[src/hdl/cone_level_set_point_query_unit_defines.svh]
// Assertion macros for the capped cone point query unit.
// Included by the RTL files that carry assertions; needs clk_i and rst_ni in scope.
`ifndef CONE_LEVEL_SET_POINT_QUERY_UNIT_DEFINES_SVH
`define CONE_LEVEL_SET_POINT_QUERY_UNIT_DEFINES_SVH

// Same-cycle implication, checked at every rising edge outside reset.
`define CLSQ_ASSERT_IMP(lbl, ante, cons, msg) \
  lbl: assert property (@(posedge clk_i) disable iff (!rst_ni) (ante) |-> (cons)) \
    else $error(msg);

// Next-cycle implication, checked at every rising edge outside reset.
`define CLSQ_ASSERT_NXT(lbl, ante, cons, msg) \
  lbl: assert property (@(posedge clk_i) disable iff (!rst_ni) (ante) |=> (cons)) \
    else $error(msg);

`endif

[src/hdl/clsq_pkg.sv]
// Package for the capped cone point query unit: constants, item and cell types, helpers.
// Used by the square root cell, the divider cell and the top level; depends on nothing.
`default_nettype none

package clsq_pkg;

  localparam int CoordW    = 32;
  localparam int CoordFrac = 16;
  localparam int NormW     = 16;
  localparam int NormFrac  = 14;
  localparam int CfgIdxW   = 3;

  localparam int ProdW     = 2 * CoordW;
  localparam int DiffW     = CoordW + 1;
  localparam int DqW       = 2 * DiffW - CoordFrac;
  localparam int WideW     = 3 * CoordW;
  localparam int ClampBit  = 60;
  localparam int LzW       = $clog2(CoordW + 1);
  localparam int ShW       = $clog2(CoordW);
  localparam int SqrtCells = ProdW / 2;
  localparam int DivCells  = NormFrac + 1;
  localparam int DivW      = CoordW + NormFrac;

  localparam logic signed [ProdW-1:0] SatMax = (ProdW'(1) <<< (CoordW - 1)) - ProdW'(1);
  localparam logic signed [ProdW-1:0] SatMin = -(ProdW'(1) <<< (CoordW - 1));
  localparam logic [ProdW-1:0] TermClamp = ProdW'(1) << ClampBit;
  localparam logic signed [NormW-1:0] NormOne = NormW'(1) <<< NormFrac;

  typedef enum logic [CfgIdxW-1:0] {
    CfgInvA  = 3'd0,
    CfgApex  = 3'd1,
    CfgShift = 3'd2,
    CfgLoCap = 3'd3,
    CfgHiCap = 3'd4
  } cfg_reg_e;

  typedef enum logic [1:0] {
    RegInside  = 2'd0,
    RegOutside = 2'd1,
    RegSurface = 2'd2,
    RegCap     = 2'd3
  } region_e;

  typedef struct packed {
    logic signed [CoordW-1:0] px;
    logic signed [CoordW-1:0] py;
    logic signed [CoordW-1:0] pz;
  } query_t;

  typedef struct packed {
    region_e                  region;
    logic                     in_range;
    logic signed [CoordW-1:0] level_value;
    logic signed [CoordW-1:0] grad_x;
    logic signed [CoordW-1:0] grad_y;
    logic signed [CoordW-1:0] grad_z;
    logic signed [NormW-1:0]  norm_x;
    logic signed [NormW-1:0]  norm_y;
    logic signed [NormW-1:0]  norm_z;
    logic                     degenerate;
    logic                     saturated;
  } result_t;

  typedef struct packed {
    region_e                 region;
    logic                    in_range;
    logic                    on_cap;
    logic                    cap_lo;
    logic [CoordW-1:0]       level;
    logic [2:0][CoordW-1:0]  g;
    logic                    degen;
    logic                    sat;
  } side_t;

  typedef struct packed {
    logic [ProdW-1:0]       v;
    logic [ProdW-1:0]       r;
    logic [ProdW-1:0]       bitw;
    logic [2:0][CoordW-1:0] m;
    side_t                  side;
  } sq_t;

  typedef struct packed {
    logic [2:0][DivW-1:0]     rem;
    logic [2:0][DivCells-1:0] q;
    logic [DivW-1:0]          dsh;
    side_t                    side;
  } dv_t;

  typedef struct packed {
    logic              clip;
    logic [CoordW-1:0] val;
  } sat_t;

  function automatic sat_t sat32(input logic signed [ProdW-1:0] v);
    sat_t s;
    s.clip = 1'b0;
    s.val  = v[CoordW-1:0];
    if (v > SatMax) begin
      s.clip = 1'b1;
      s.val  = SatMax[CoordW-1:0];
    end else if (v < SatMin) begin
      s.clip = 1'b1;
      s.val  = SatMin[CoordW-1:0];
    end
    return s;
  endfunction

  function automatic logic [LzW-1:0] lead_zeros(input logic [CoordW-1:0] v);
    logic [LzW-1:0] n;
    n = LzW'(CoordW);
    for (int i = 0; i < CoordW; i++) begin
      if (v[i]) begin
        n = LzW'(CoordW - 1 - i);
      end
    end
    return n;
  endfunction

endpackage

`default_nettype wire

[src/hdl/clsq_sqrt_cell.sv]
// One digit cell of the integer square root chain: one result bit per cell.
// Depends on clsq_pkg for the cell data type.
`default_nettype none

module clsq_sqrt_cell (
  input  logic          clk_i,
  input  logic          rst_ni,
  input  logic          valid_i,
  input  clsq_pkg::sq_t data_i,
  output logic          valid_o,
  output clsq_pkg::sq_t data_o
);

  logic          valid_q;
  clsq_pkg::sq_t data_d, data_q;
  logic [clsq_pkg::ProdW-1:0] trial;

  always_comb begin
    data_d      = data_i;
    trial       = data_i.r + data_i.bitw;
    data_d.bitw = data_i.bitw >> 2;
    if (data_i.v >= trial) begin
      data_d.v = data_i.v - trial;
      data_d.r = (data_i.r >> 1) + data_i.bitw;
    end else begin
      data_d.r = data_i.r >> 1;
    end
  end

  always_ff @(posedge clk_i or negedge rst_ni) begin
    if (!rst_ni) begin
      valid_q <= 1'b0;
    end else begin
      valid_q <= valid_i;
    end
  end

  always_ff @(posedge clk_i) begin
    data_q <= data_d;
  end

  assign valid_o = valid_q;
  assign data_o  = data_q;

endmodule

`default_nettype wire

[config.mk]
export PLATFORM = sky130hd
export DESIGN_NAME = clsq_sqrt_cell
export DESIGN_NICKNAME = d
export VERILOG_FILES = /design/src/hdl/cone_level_set_point_query_unit_defines.svh /design/src/hdl/clsq_pkg.sv /design/src/hdl/clsq_sqrt_cell.sv
export SDC_FILE = /design/constraint.sdc
export NUM_CORES = 1
export LEC_CHECK = 0
export BUFFER_PORTS_ARGS = -buffer_cell sky130_fd_sc_hd__buf_2
export CAP_MARGIN = 20
export CORE_AREA = 10 10 319 321
export DETAILED_ROUTE_END_ITERATION = 7
export DIE_AREA = 0 0 329 331
export GPL_TIMING_DRIVEN = 0
export PLACE_DENSITY_LB_ADDON = 0.15
export SLEW_MARGIN = 0
export SYNTH_ARGS = -nofsm -noshare
export SYNTH_HDL_FRONTEND = slang
export SYNTH_SLANG_ARGS = --single-unit
export TNS_END_PERCENT = 50
[constraint.sdc]
create_clock -name clk_i -period 0.8 [get_ports clk_i]
set_input_delay 0.08 -clock clk_i [delete_from_list [all_inputs] [get_ports clk_i]]
set_output_delay 0.08 -clock clk_i [all_outputs]
set_load 0.02 [all_outputs]
==> results by group <==
Run status
  – Run status: complete, but fails checks
  – Violated checks: negative hold slack, negative setup slack

Synthesis
  – Share of synthesized area occupied by flip-flops and latches: 0.409
  – Primary flip-flop cell chosen by synthesis mapping: dfxtp_1
  – Yosys cell types: 86
  – Library cell with the largest summed area after synthesis: dfxtp_1
  – Seq cells post-synth: around 420
  – Count of flip-flops with a built-in enable after synthesis: 0
  – Area fraction of the dominant cell type after synthesis: 0.408
  – Area of the mapped netlist: 20700 um^2
  – Main area contributors after synthesis: dfxtp_1 (41%), ha_1 (11%), a21oi_1 (5.3%)
  – Fraction of registers with async set/reset: 0.00237
  – Synthesis warning total: 0
  – Syn avg cell area: ~9.0 um^2
  – Gate count after technology mapping: ~2300

Worst setup path
  – Termination of the worst setup path: data_o[360]$_DFF_P_
  – Endpoint required time on the critical path: 1.33 ns
  – Total number of cells along the worst setup path: 25
  – Type of destination of the critical path: flip-flop
  – Critical Path Start Type: input port
  – Crit path kind: input port to flip-flop
  – Critical path buffers and inverters: 6
  – Data arrival time of the critical path: 5.27 ns
  – Cell class contributing the biggest share of worst-path delay: compound AO/OA/AOI/OAI gates
  – Largest stage delay on the critical path: between 0.3 and 0.4 ns
  – Beginning of the critical path: data_i[301]
  – Maximum fanout along the worst path: 7
  – Critical path's slowest cell: o311ai_4

Floorplan
  – # rows: around 110
  – Die Span Y: approximately 330 um
  – Starting density of the core: 0.216
  – Placeable core region: 95700 um^2
  – Die width: 329 um
  – IO Count: 850
  – Die area: 109000 um^2

Pwr
  – Power density relative to cell area: 2580 nW/um^2
  – Tot Pwr: about 94 mW
  – Worst VDD drop: approximately 1.7 mV
  – Static Leak: roughly 17 nW

Global routing
  – Final global-route overflow total: 0
  – Vias in the first global route: ~23000
  – Most utilized layer in the global route result: met2
  – First-pass GRT wire length: around 170 mm
  – Pin count of the biggest net entering global routing: 15
  – Overall routing resource usage: 0.221
  – Initial antenna violation count: 62
  – GRT met2 Usage: 0.398
  – Met1 demand-to-capacity share in global routing: 0.239
  – Met3 Usage GRT: 0.0506

Final layout
  – Fraction of final layout cells sized beyond drive strength 1: 0.397
  – Filler cell count: roughly 10000
  – Most used cells in the layout excluding fill and tap cells: buf_2 (692), dlygate4sd3_1 (422), dfxtp_1 (269)
  – # nets final: between 4000 and 5000
  – Synth-to-layout area growth: 76.1%
  – Most common library cell in the layout ignoring fill and taps: buf_2
  – Fin cells: about 5000
  – Finished Core Util: 0.380

Timing
  – Finish-stage setup viols: between 500 and 600
  – Time the final worst path needs with I/O delays and setup: around 4.7 ns
  – Worst path setup slack after routing: -3.94 ns
  – Fin crit share: 5.93
  – Total count of hold-check failures in the final report: 3
  – Slew at the pin closest to its max-slew limit: ~0.97 ns
  – Final max-slew violation count: 0
  – Normalized max-slew margin: 0.350
  – Unrepaired setup endpoints after global routing: true
  – Tightest hold margin: -0.439 ns
  – Maximum clock frequency: 211 MHz

Clock network
  – Number of clock buffers inserted by TritonCTS: 53
  – Bufs on Longest Clock Path: 3
  – Clock transition time at the flip-flop clock pins of the worst setup and hold paths: ~0.060 ns
  – H-Tree Depth: 2
  – TritonCTS sink count: 422
  – Post-CTS Hold Buffers: around 420
  – CTS tree: done
  – Root Buffer: clkbuf_16

Routing
  – Violation count after the first detailed-routing iteration: 1141
  – Count of antenna-violating nets left after detailed routing: 0
  – Via count of the routed design: around 23000
  – TritonRoute pass-1 iters: 5
  – Routed wire per std cell: approximately 26 um
  – Aggregate routed wire length: roughly 130 mm
  – Detailed-route DRC error count: 0
  – Via density per instance: between 4 and 5

Worst hold path
  – Worst hold path type: input port to flip-flop
  – Start point of the worst min-delay path: data_i[237]

Placement
  – # port buffers: ~850
  – GPL Wtd Cong: 0.898
  – # placed instances: between 4000 and 5000
  – Pre-CTS WS: -6.15 ns
  – Final HPWL from detailed placement: 105 mm

Job
  – Max-cap check violation count: 0
## synthesized netlist by cell type, types with 32 or more instances
master      n
a21o_1    144
a21oi_1   220
clkbuf_1   79
dfxtp_1   421
ha_1      190
inv_1      45
nand2_1   251
nand3_1    42
nand4_1    51
nor2_1    118
nor3_1     36
o21ai_0   188
o21bai_1   32
xnor2_1    92
xor2_1     90
## repair_timing
| action | 4_1_cts | 5_1_grt |
|---|---|---|
| gates cloned | 4 | 10 |
| setup buffers | 40 | 19 |
| hold endpoints to repair | 423 | 4 |
| gates resized for setup | 266 | 867 |
| pin swaps | 69 | 104 |
| setup endpoints to repair | 550 | 550 |
## how the worst min path moves through the flow
stage | endpoint | depth (start not counted) | slack [ns]
4_1_cts | data_o[235]$_DFF_P_ | 1 | -0.50
2_1_floorplan | valid_o$_DFF_PN0_ | 0 | -0.22
3_3_place_gp | valid_o$_DFF_PN0_ | 1 | -0.15
5_1_grt | data_o[235]$_DFF_P_ | 1 | -0.47
6_report | data_o[235]$_DFF_P_ | 1 | -0.44
3_5_place_dp | valid_o$_DFF_PN0_ | 1 | -0.14
## registers in the layout, indices dropped and copies added (netlist names)
register / count
data_o: 421
valid_o: 1
## stage by stage
step,setup TNS [ns],instance area [um^2]
floorplan,-478.97,20800
global placement,-769.99,26600
detailed placement,-764.74,26600
CTS,-680.46,34000
global route,-693.38,36400
finish,-648.64,36400
## per-layer routing
metal  vias to the layer above  wire length (um)
met5                         -               147
met4                        22              8170
met3                       241              7620
met2                       756             65000
met1                     10700             48400
li1                      11000                 -
## cell families (layout without fill, tap and decap cells)
family          count (synthesis)  count (layout)  share of synthesized area
compound gates                748             748                      0.230
simple gates                  598             598                      0.135
flops                         422             422                      0.409
fa+ha+maj                     193             193                      0.118
xor+xnor                      182             182                     0.0771
buf+inv                       147            1562                     0.0289
mux                             5               5                    0.00260
other cells                     1              24                   0.000181
## layout make-up
| class | instances | area, um^2 | area share |
|---|---|---|---|
| Antenna cell | 22 | 55.1 | 0.00151 |
| Buffer | 81 | 638 | 0.0175 |
| Clock buffer | 70 | 1470 | 0.0404 |
| Clock inverter | 26 | 332 | 0.00911 |
| Inverter | 45 | 169 | 0.00464 |
| Multi-Input combinational cell | 1728 | 13100 | 0.360 |
| Sequential cell | 422 | 8660 | 0.238 |
| Tap cell | 1276 | 1600 | 0.0439 |
| Timing Repair Buffer | 1340 | 10400 | 0.285 |
## report_power, final
group | switching, mW | leakage [nW] | internal, mW | total [mW]
Clock | 10.4 | 0.895 | 14.9 | 25.3
Combinational | 25.0 | 12.2 | 17.6 | 42.6
Sequential | 1.22 | 3.57 | 24.7 | 26.0
Total | 36.6 | 16.7 | 57.3 | 93.8
Power figures use the tool's default switching activity.
